--- src/hw/rtl/atc2d_pkg.sv ---
// Package: shared constants, types and tables for the 2D affine composer.
`timescale 1ns / 1ps
package atc2d_pkg;
  localparam int FracBits    = 16;
  localparam int CordicSteps = 16;
  localparam int AtanEntries = 24;
  localparam int NumSteps    = (CordicSteps > AtanEntries) ? AtanEntries : CordicSteps;
  localparam int StepW       = $clog2(AtanEntries + 1);
  localparam logic signed [63:0] OneFx = 64'sd1 <<< FracBits;
  localparam logic signed [63:0] CordicGain = 64'sd652032874;

  typedef enum logic [2:0] {
    OP_IDENTITY  = 3'd0,
    OP_TRANSLATE = 3'd1,
    OP_ROTATE    = 3'd2,
    OP_SCALE     = 3'd3,
    OP_SHEAR     = 3'd4
  } op_t;

  typedef enum logic [2:0] {
    ST_IDLE, ST_REDUCE, ST_SEED, ST_CORDIC, ST_MAC, ST_OUT
  } state_t;

  // controller -> datapath
  typedef struct packed {
    logic load;      // capture input word
    logic reduce;    // one compare-subtract step of the angle reduction
    logic seed;      // fold the angle and start CORDIC
    logic cordic;    // one CORDIC iteration
    logic mac;       // one half product of an entry
    logic commit;    // write new matrix and result
  } cmd_t;

  // datapath -> controller
  typedef struct packed {
    logic reduce_done;
    logic cordic_done;
    logic mac_done;
  } status_t;

  function automatic logic signed [39:0] atan_ndeg(input logic [StepW-1:0] i);
    logic signed [39:0] v;
    v = '0;
    unique case (i)
      5'd0:  v = 40'sd45000000000;
      5'd1:  v = 40'sd26565051177;
      5'd2:  v = 40'sd14036243468;
      5'd3:  v = 40'sd7125016349;
      5'd4:  v = 40'sd3576334375;
      5'd5:  v = 40'sd1789910608;
      5'd6:  v = 40'sd895173710;
      5'd7:  v = 40'sd447614171;
      5'd8:  v = 40'sd223810500;
      5'd9:  v = 40'sd111905677;
      5'd10: v = 40'sd55952892;
      5'd11: v = 40'sd27976453;
      5'd12: v = 40'sd13988227;
      5'd13: v = 40'sd6994114;
      5'd14: v = 40'sd3497057;
      5'd15: v = 40'sd1748528;
      5'd16: v = 40'sd874264;
      5'd17: v = 40'sd437132;
      5'd18: v = 40'sd218566;
      5'd19: v = 40'sd109283;
      5'd20: v = 40'sd54642;
      5'd21: v = 40'sd27321;
      5'd22: v = 40'sd13660;
      5'd23: v = 40'sd6830;
      default: v = '0;
    endcase
    return v;
  endfunction
endpackage

--- src/hw/rtl/atc2d_ctrl.sv ---
// Controller: sequences capture, angle reduction, CORDIC, products and output.
`timescale 1ns / 1ps
module atc2d_ctrl (
  input  logic                clk,
  input  logic                rst,
  input  logic                in_fire,
  input  logic                is_rotate,
  input  logic                out_fire,
  input  atc2d_pkg::status_t  status,
  output atc2d_pkg::cmd_t     cmd,
  output logic                busy,
  output logic                out_valid
);
  atc2d_pkg::state_t state, state_next;

  // state register
  always_ff @(posedge clk) begin
    if (rst) state <= atc2d_pkg::ST_IDLE;
    else     state <= state_next;
  end

  // next state and commands
  always_comb begin
    state_next = state;
    cmd = '0;
    busy = 1'b1;
    out_valid = 1'b0;
    unique case (state)
      atc2d_pkg::ST_IDLE: begin
        busy = 1'b0;
        if (in_fire) begin
          cmd.load = 1'b1;
          state_next = is_rotate ? atc2d_pkg::ST_REDUCE : atc2d_pkg::ST_MAC;
        end
      end
      atc2d_pkg::ST_REDUCE: begin
        cmd.reduce = 1'b1;
        if (status.reduce_done) state_next = atc2d_pkg::ST_SEED;
      end
      atc2d_pkg::ST_SEED: begin
        cmd.seed = 1'b1;
        state_next = atc2d_pkg::ST_CORDIC;
      end
      atc2d_pkg::ST_CORDIC: begin
        cmd.cordic = 1'b1;
        if (status.cordic_done) state_next = atc2d_pkg::ST_MAC;
      end
      atc2d_pkg::ST_MAC: begin
        cmd.mac = 1'b1;
        if (status.mac_done) begin
          cmd.commit = 1'b1;
          state_next = atc2d_pkg::ST_OUT;
        end
      end
      atc2d_pkg::ST_OUT: begin
        out_valid = 1'b1;
        if (out_fire) state_next = atc2d_pkg::ST_IDLE;
      end
      default: state_next = atc2d_pkg::ST_IDLE;
    endcase
  end
endmodule

--- config.mk ---
export PLATFORM = sky130hd
export DESIGN_NAME = atc2d_ctrl
export DESIGN_NICKNAME = d
export VERILOG_FILES = /design/src/hw/rtl/atc2d_pkg.sv /design/src/hw/rtl/atc2d_ctrl.sv
export SDC_FILE = /design/constraint.sdc
export NUM_CORES = 1
export LEC_CHECK = 0
export BUFFER_PORTS_ARGS = -buffer_cell sky130_fd_sc_hd__buf_2
export CAP_MARGIN = 20
export CORE_AREA = 8 8 45 47
export CTS_CLUSTER_DIAMETER = 150
export DETAILED_ROUTE_END_ITERATION = 8
export DIE_AREA = 0 0 53 55
export PLACE_DENSITY = 0.47
export SLEW_MARGIN = 20
export SYNTH_ARGS = -nofsm -noshare
export SYNTH_HDL_FRONTEND = slang
export SYNTH_SLANG_ARGS = --single-unit
--- constraint.sdc ---
create_clock -name clk -period 2.9 [get_ports clk]
set_input_delay 0.435 -clock clk [delete_from_list [all_inputs] [get_ports clk]]
set_output_delay 0.435 -clock clk [all_outputs]
set_load 0.01 [all_outputs]
==> impl_metrics.tcl, run 1 <==
set metrics [dict create \
    final_common_cell "buf_2" \
    yosys_warnings 0 \
    die_h_um 55 \
    initial_utilization 0.178 \
    layout-drive-gt1-share 0.367 \
    viasPerCell 4.42 \
    finalWirelength_um 746 \
    fin_cells 65 \
    ys_ff_latch 3 \
    final-setup-viol-count 0 \
    grt_pass1_wl_mm 1.30 \
    numPortBuffers 15 \
    p_per_area_nw_per_um2 586 \
    finalCritPeriodShare 0.593 \
    n_antenna_cell 0 \
    final_cell_mix "15 x buf_2, 4 x nand2_1" \
    drv_slew 0 \
    ys_types 21 \
    final_nets 58 \
    worstPathRequired_ns 2.47 \
    path_cells "nand2_1, nor3_1, buf_2" \
    drtPass1Iterations 3 \
    syn_area_um2 246 \
    cp_slowest_stage_delay_ns 0.58 \
    cts_tree "done" \
    hold_viol_final 0 \
    grt_pass1_vias 288 \
    hold_path_class "in2reg" \
    fin_util 0.258 \
    largest_register_ffs 3 \
    rsz0062_at_grt "no" \
    worst-setup-path-type "reg2out" \
    drv_cap 0 \
    r2r_setup_slack_ns 1.54 \
    wl_per_cell_um 11.5 \
    final.min_clock_period_ns 1.72 \
    cts_max_level 1 \
    die_width_um 53 \
    placed_area_um2 330 \
    dp.cells 61 \
    final.setup.tns_ns 0 \
    drc_errors 0 \
    num_io_pins 16 \
    end_kind "output port" \
    vias 287 \
    start_kind "flop" \
    coreArea_um2 1380 \
    dieArea_um2 2920 \
    fin_skew_ns 0.000393 \
    status "finished clean" \
    cts_setup_buffers 0 \
    crit_fanout 15 \
    cp.arrival_ns 1.28 \
    worst_pin_slew_ns 0.440 \
    regMostFlops "state" \
    root_buffer "clkbuf_4" \
    grt_max_degree 17 \
    cts.sinks 3 \
    place.gp.congestion 0.611 \
    irDropWorstVdd_mv 0.155 \
    worstSkewPairLatency_ns 0.24 \
    antenna_found_initial 0 \
    seq_area_frac_synth 0.244 \
    detail-route-antenna-nets 0 \
    overflow 0 \
    synth.avg_cell_area_um2 7.47 \
    stdcell_area_um2 357 \
    drt-initial-drc-count 4 \
    syn_inst 33 \
    grt_util_all_layers 0.0633 \
    dp_hpwl_um 549 \
    fmax_mhz 582 \
    top_regs "state: 3 flops" \
    cts_max_path_buffers 2 \
    path_clk_slew_ns 0.04 \
    cts_buffers 3 \
    syn_nets 41 \
    ctsResizeCount 0 \
    area_growth_pct 44.7 \
    cp_slowest_cell "dfxtp_1" \
    leakagePower_nw 0.159 \
    ctsHoldBuffers 0 \
    rows 14 \
    slew_headroom 0.706 \
]
-- cell families (layout without fill, tap and decap cells) --
group	Yosys count	count (layout)	share of synthesized area
AO/OA/AOI/OAI	5	5	0.152
flip-flops	3	3	0.244
AND/OR/NAND/NOR	20	20	0.503
multiplexers	1	1	0.0406
buffers and inverters	4	20	0.0609
-- cell usage after synthesis (all sizes together) --
library cell | number | area [um2]
and3b | 1 | 8.76
o311ai | 1 | 8.76
a311oi | 1 | 8.76
or3 | 1 | 6.26
or3b | 1 | 8.76
nand2 | 4 | 15.0
a211o | 1 | 8.76
inv | 1 | 3.75
nor3 | 3 | 15.0
a31oi | 1 | 6.26
dfxtp | 3 | 60.1
and2 | 1 | 6.26
nor3b | 3 | 22.5
nand3 | 1 | 5.00
nor4b | 1 | 8.76
nand4b | 1 | 8.76
a21oi | 1 | 5.00
nand3b | 2 | 15.0
nor2 | 1 | 3.75
clkbuf | 3 | 11.3
mux2i | 1 | 10.0
-- routing by layer --
| layer | up-vias | track usage | wire length (um) | share of wire |
|---|---|---|---|---|
| met4 | 0 | 0.0647 | 19 | 0.025 |
| met2 | 9 | 0.0762 | 339 | 0.45 |
| met3 | 2 | 0.0374 | 26 | 0.035 |
| met5 | - | 0 | 0 | 0 |
| li1 | 155 | - | - | - |
| met1 | 121 | 0.0727 | 361 | 0.48 |
-- area by class of cell --
cell class                      count  area (um2)
Timing Repair Buffer               15        75.1
Sequential cell                     3        60.1
Inverter                            1        3.75
Tap cell                           16        20.0
Fill cell                         159        1030
Clock buffer                        4        26.3
Multi-Input combinational cell     26         171
-- per-stage QoR --
step / hold slack (ns) / power, mW / worst slack, ns
2_1_floorplan: 0.504 / 0.108 / 1.45
3_3_place_gp: 0.641 / 0.135 / 1.41
3_5_place_dp: 0.632 / 0.134 / 1.43
4_1_cts: 0.373 / 0.215 / 1.16
5_1_grt: 0.385 / 0.230 / 1.03
6_report: 0.389 / 0.209 / 1.18
-- power by group --
group	switching, mW	leakage [nW]	internal, mW
clock network	0.0242	0.0150	0.0517
registers	0.0204	0.0247	0.0478
logic	0.0305	0.119	0.0342
total	0.0751	0.159	0.134
-- final timing paths --
| kind | to | cells after the start | from |
|---|---|---|---|
| max reg2reg | state[2] | 3 | state[2] |
| min reg2reg | state[1] | 1 | state[2] |
| min | state[0] | 2 | rst |
| max | cmd[0] | 3 | state[2] |
-- critical path: cells and delay by family (launching register included) --
kind,cells,cell delay (ns)
buf+inv,1,0.15
flops,1,0.58
simple gates,2,0.31
No activity file was read; power rests on OpenSTA's default activity.
==> inputs of run 2 (changes only) <==
ABC_AREA = 1   (was not set)
PLACE_DENSITY = 0.51   (was 0.47)
clock period = 1.4 ns   (was 2.9 ns; I/O delays follow)
==> run 2 against run 1 <==
Compared with the run above: first-iteration DRC count is 75% higher; clock-buffer cell count stayed put; sequential cell count stayed put; global-route usage is 0.17 points lower; clock power is 92% higher; design area is 15% higher; clock skew hardly changed; via count is 25% higher; utilization is 3.8 points higher; critical path type unchanged; largest power group is now combinational logic.
==> impl_metrics.tcl, run 2 <==
set metrics [dict create \
    place.gp.congestion 0.765 \
    p_per_area_nw_per_um2 2020 \
    cts_setup_buffers 0 \
    root_buffer "clkbuf_4" \
    vias 359 \
    grt_pass1_wl_mm 1.37 \
    synth_edf_count 0 \
    initial_utilization 0.206 \
    fmax_mhz 760 \
    drc_errors 0 \
    largest_register_ffs 3 \
    grt_util_all_layers 0.0616 \
    drv_cap 0 \
    slew_headroom 0.839 \
    syn_area_um2 285 \
    syn_inst 55 \
    synth_common_cells "13 x nand2_1, 12 x inv_1, 12 x nor2_1, 5 x nand3_1, 3 x dfxtp_1" \
    irDropWorstVdd_mv 0.845 \
    fin_cells 90 \
    power_uw 826 \
    ctsHoldBuffers 0 \
    rows 14 \
    worst_pin_slew_ns 0.241 \
    end_kind "output port" \
    ys_types 13 \
    cp.arrival_ns 1.11 \
    finalCritPeriodShare 0.940 \
    synthArstFlopShare 0 \
    final-setup-viol-count 0 \
    start_kind "flop" \
    ys.flop_type "dfxtp_1" \
    cts.sinks 3 \
    drt-initial-drc-count 7 \
    fin_skew_ns 0.000758 \
    placed_area_um2 380 \
    stdcell_area_um2 409 \
    yosys_warnings 0 \
    cts_buffers 3 \
    dp.cells 86 \
    final_cell_mix "15 x buf_2, 13 x nand2_1, 12 x inv_1" \
    worst-setup-path-type "reg2out" \
    cts_max_path_buffers 2 \
    die_h_um 55 \
    grt_pass1_vias 343 \
    hold_path_class "in2reg" \
    num_io_pins 16 \
    final_nets 83 \
    die_width_um 53 \
    overflow 0 \
    seq_area_frac_synth 0.211 \
    synth.avg_cell_area_um2 5.19 \
    hold_viol_final 0 \
    detail-route-antenna-nets 0 \
    cts_max_level 1 \
    rsz0062_at_grt "yes" \
    leakagePower_nw 0.267 \
    grt_max_degree 8 \
    viasPerCell 3.99 \
    ys_ff_latch 3 \
    finalWirelength_um 752 \
    area_growth_pct 43.4 \
    nFillCells 167 \
    worstPathRequired_ns 1.19 \
    yosysMostFrequentCell "nand2_1" \
    coreArea_um2 1380 \
    crit_fanout 6 \
    n_antenna_cell 0 \
    status "finished clean" \
    numPortBuffers 15 \
    cts_tree "done" \
    drv_slew 0 \
    drtPass1Iterations 4 \
    wl_per_cell_um 8.36 \
    layout-drive-gt1-share 0.324 \
    synth.largest_area_cell "dfxtp_1" \
    final.min_clock_period_ns 1.32 \
    dieArea_um2 2920 \
    path_clk_slew_ns 0.03 \
    final_common_cell "buf_2" \
    top_regs "state: 3 flops" \
    antenna_found_initial 0 \
    syn_nets 63 \
    worstSkewPairLatency_ns 0.23 \
    netlist.area_leader.share 0.211 \
    regMostFlops "state" \
    dp_hpwl_um 674 \
    fin_util 0.296 \
    synth.area.top_cells "dfxtp_1 21%, nand2_1 17%, inv_1 16%, nor2_1 16%, nand3_1 8.8%" \
]
-- run 2: cell count changes after synthesis, sizes merged, moves of 2 or more --
| cell | delta |
|---|---|
| clkbuf | -3 |
| inv | +12 |
| nand2 | +11 |
| nand3 | +4 |
| nand3b | -2 |
| nor2 | +13 |
| nor3 | -2 |
| nor3b | -3 |
-- run 2: per-stage QoR --
stage	hold WS [ns]	setup slack (ns)	setup TNS, ns
CTS	0.144	0.0526	0
global route	0.161	-0.0259	-0.0259
finish	0.150	0.0841	0
floorplan	0.279	0.276	0
global placement	0.381	0.164	0
detailed placement	0.387	0.204	0
-- run 2: worst max-delay path, cell delays in order, from the launching register on --
cell and delay, ns:
dfxtp_1 0.35, nor2_2 0.20, nand2_1 0.11, nor2_1 0.09, buf_2 0.13
-- run 2: logic make-up after synthesis --
group,share of synthesized area
DFF,0.211
AOI/OAI and AO/OA,0.0789
and+or+nand+nor,0.539
buffers and inverters,0.171
-- run 2: power breakdown --
group	internal, mW	switching (mW)	total [mW]
clock network	0.106	0.0399	0.146
logic	0.191	0.309	0.500
registers	0.122	0.0579	0.180
-- run 2: routing by layer --
metal	track usage	wire [um]	vias to the layer above
li1	-	-	204
met1	0.0787	351	145
met2	0.0840	332	10
met3	0.0160	67	0
met4	0.0517	0	0
met5	0	0	-
-- run 2: cell type report --
class / count / area [um2] / area share
Multi-Input combinational cell: 39 / 179 / 0.437
Timing Repair Buffer: 15 / 75.1 / 0.183
Sequential cell: 3 / 60.1 / 0.147
Inverter: 13 / 48.8 / 0.119
Clock buffer: 4 / 26.3 / 0.0642
Tap cell: 16 / 20.0 / 0.0489
-- run 2: path summary, 6_finish.rpt --
kind | start | end | slack, ns | cells after the start
worst max-delay path | state[1] | cmd[0] | 0.08 | 4
worst min-delay path | rst | state[2] | 0.15 | 2
worst max register to register | state[1] | state[0] | 0.19 | 9
worst min register to register | state[0] | state[0] | 0.55 | 2
-- run 2: timing repair --
action,4_1_cts,5_1_grt
endpoints found under the setup margin,1,1
resized for setup,1,0
pin swaps,0,0
==> inputs of run 3 (changes only) <==
BUFFER_PORTS_ARGS = not set   (was -buffer_cell sky130_fd_sc_hd__buf_2)
DONT_BUFFER_PORTS = 1   (was not set)
PLACE_DENSITY = 0.4   (was 0.51)
SKIP_CTS_REPAIR_TIMING = 1   (was not set)
==> run 3 against run 2 <==
Compared with the run above: clock power rose by 3%; maximum frequency increased by 0.70%; setup slack better by 0.0092 ns; clock-buffer cell count unchanged; routed wire length increased by 7.7%; die area did not move; combinational power decreased by 4.8%; register-to-register slack lost 0.04 ns; sequential power rose by 3%; final cell count down 13%.
==> impl_metrics.tcl, run 3 (synthesis results as in run 2) <==
set metrics [dict create \
    status "finished clean" \
    grt_pass1_wl_mm 1.14 \
    fmax_mhz 765 \
    r2r.worst_path.cells 7 \
    detail-route-antenna-nets 0 \
    cp_slowest_stage_delay_ns 0.36 \
    area_growth_pct 26.3 \
    hold_end "state[2]" \
    regMostFlops "state" \
    leakagePower_nw 0.215 \
    antenna_found_initial 0 \
    hp-start "rst" \
    finalCritPeriodShare 0.933 \
    r2r_start "state[2]" \
    slew_headroom 0.836 \
    viasPerCell 4.13 \
    root_buffer "clkbuf_4" \
    dieArea_um2 2920 \
    layout-drive-gt1-share 0.226 \
    r2r_setup_slack_ns 0.15 \
    die_width_um 53 \
    crit_start "state[0]" \
    dp.cells 74 \
    finalWirelength_um 810 \
    worst-setup-path-type "reg2out" \
    vias 322 \
    cts_max_path_buffers 2 \
    cts_max_level 1 \
    grt_max_degree 8 \
    r2r_end "state[0]" \
    coreArea_um2 1380 \
    cts_tree "done" \
    top_regs "state: 3 flops" \
    path_clk_slew_ns 0.04 \
    worstPathRequired_ns 1.19 \
    drt-initial-drc-count 6 \
    n_antenna_cell 0 \
    crit_top_cell "nor2_2" \
    cp_top_family "simple AND/OR/NAND/NOR gates" \
    final.min_clock_period_ns 1.31 \
    fin_cells 78 \
    largest_register_ffs 3 \
    worstSkewPairLatency_ns 0.23 \
    initial_utilization 0.206 \
    hold_path_class "in2reg" \
    rsz0062_at_grt "no" \
    rows 14 \
    grt_pass1_vias 286 \
    placed_area_um2 328 \
    stdcell_area_um2 360 \
    drv_cap 0 \
    min_path_cells 1 \
    final_common_cell "nand2_1" \
    cts_buffers 3 \
    worst_pin_slew_ns 0.244 \
    die_h_um 55 \
    place.gp.congestion 0.703 \
    dp_hpwl_um 665 \
    crit_fanout 6 \
    p_per_area_nw_per_um2 2250 \
    final_nets 71 \
    num_io_pins 16 \
    overflow 0 \
    cts.sinks 3 \
    cp_slowest_cell "dfxtp_1" \
    drc_errors 0 \
    start_kind "flop" \
    irDropWorstVdd_mv 0.741 \
    fin_skew_ns 0.00121 \
    cp.arrival_ns 1.10 \
    final.setup.tns_ns 0 \
    final-setup-viol-count 0 \
    drv_slew 0 \
    path_cells "nor2_2, nand2_1, nor2_2" \
    drtPass1Iterations 4 \
    grt_util_all_layers 0.0540 \
    hold_viol_final 0 \
    wl_per_cell_um 10.4 \
    final_cell_mix "13 x nand2_1, 12 x inv_1, 10 x nor2_1" \
    critPathBufInv 0 \
    end_kind "output port" \
    numPortBuffers 0 \
]
[run 3: per-layer routing]
metal  vias up  global-route usage  share of wire
li1        179                   -              -
met1       132              0.0621           0.50
met2        11              0.0703           0.40
met3         0              0.0348           0.11
met4         0              0.0388              0
met5         -                   0              0
[run 3: worst reg2reg max path: stages (launching register included)]
cell	delay (ns)
dfxtp_1	0.44
inv_2	0.12
nand3_1	0.13
nand3_1	0.09
nor2_2	0.18
nand2_1	0.08
nand2_1	0.06
nor2_1	0.04
[run 3: report_power, final]
| part | internal, mW | total, mW | switching (mW) | leakage, nW |
|---|---|---|---|---|
| logic | 0.164 | 0.476 | 0.312 | 0.175 |
| registers | 0.124 | 0.186 | 0.0612 | 0.0252 |
| clock network | 0.107 | 0.150 | 0.0431 | 0.0150 |
[run 3: how the worst max path moves through the flow]
stage / to / cells past startpoint / slack, ns
after floorplan: state[1] / 7 / 0.28
after global placement: state[0] / 9 / 0.15
after detailed placement: state[0] / 9 / 0.15
after CTS: cmd[5] / 3 / -0.06
after global routing: cmd[0] / 3 / 0.003
final: cmd[5] / 3 / 0.09
[run 3: through the flow]
stage | util | worst slack (ns) | hold WS (ns) | power (mW)
after CTS | 0.256 | -0.0615 | 0.0393 | 0.813
after global placement | 0.237 | 0.148 | 0.286 | 0.652
after detailed placement | 0.237 | 0.152 | 0.289 | 0.649
final | 0.260 | 0.0932 | 0.0479 | 0.811
after floorplan | - | 0.276 | 0.279 | 0.533
after global routing | 0.260 | 0.00263 | 0.0373 | 0.904
[run 3: layout make-up]
cell class,count,area (um2)
Sequential cell,3,61.3
Clock buffer,4,26.3
Tap cell,16,20.0
Timing Repair Buffer,3,22.5
Inverter,13,48.8
Multi-Input combinational cell,39,181
Fill cell,163,1020
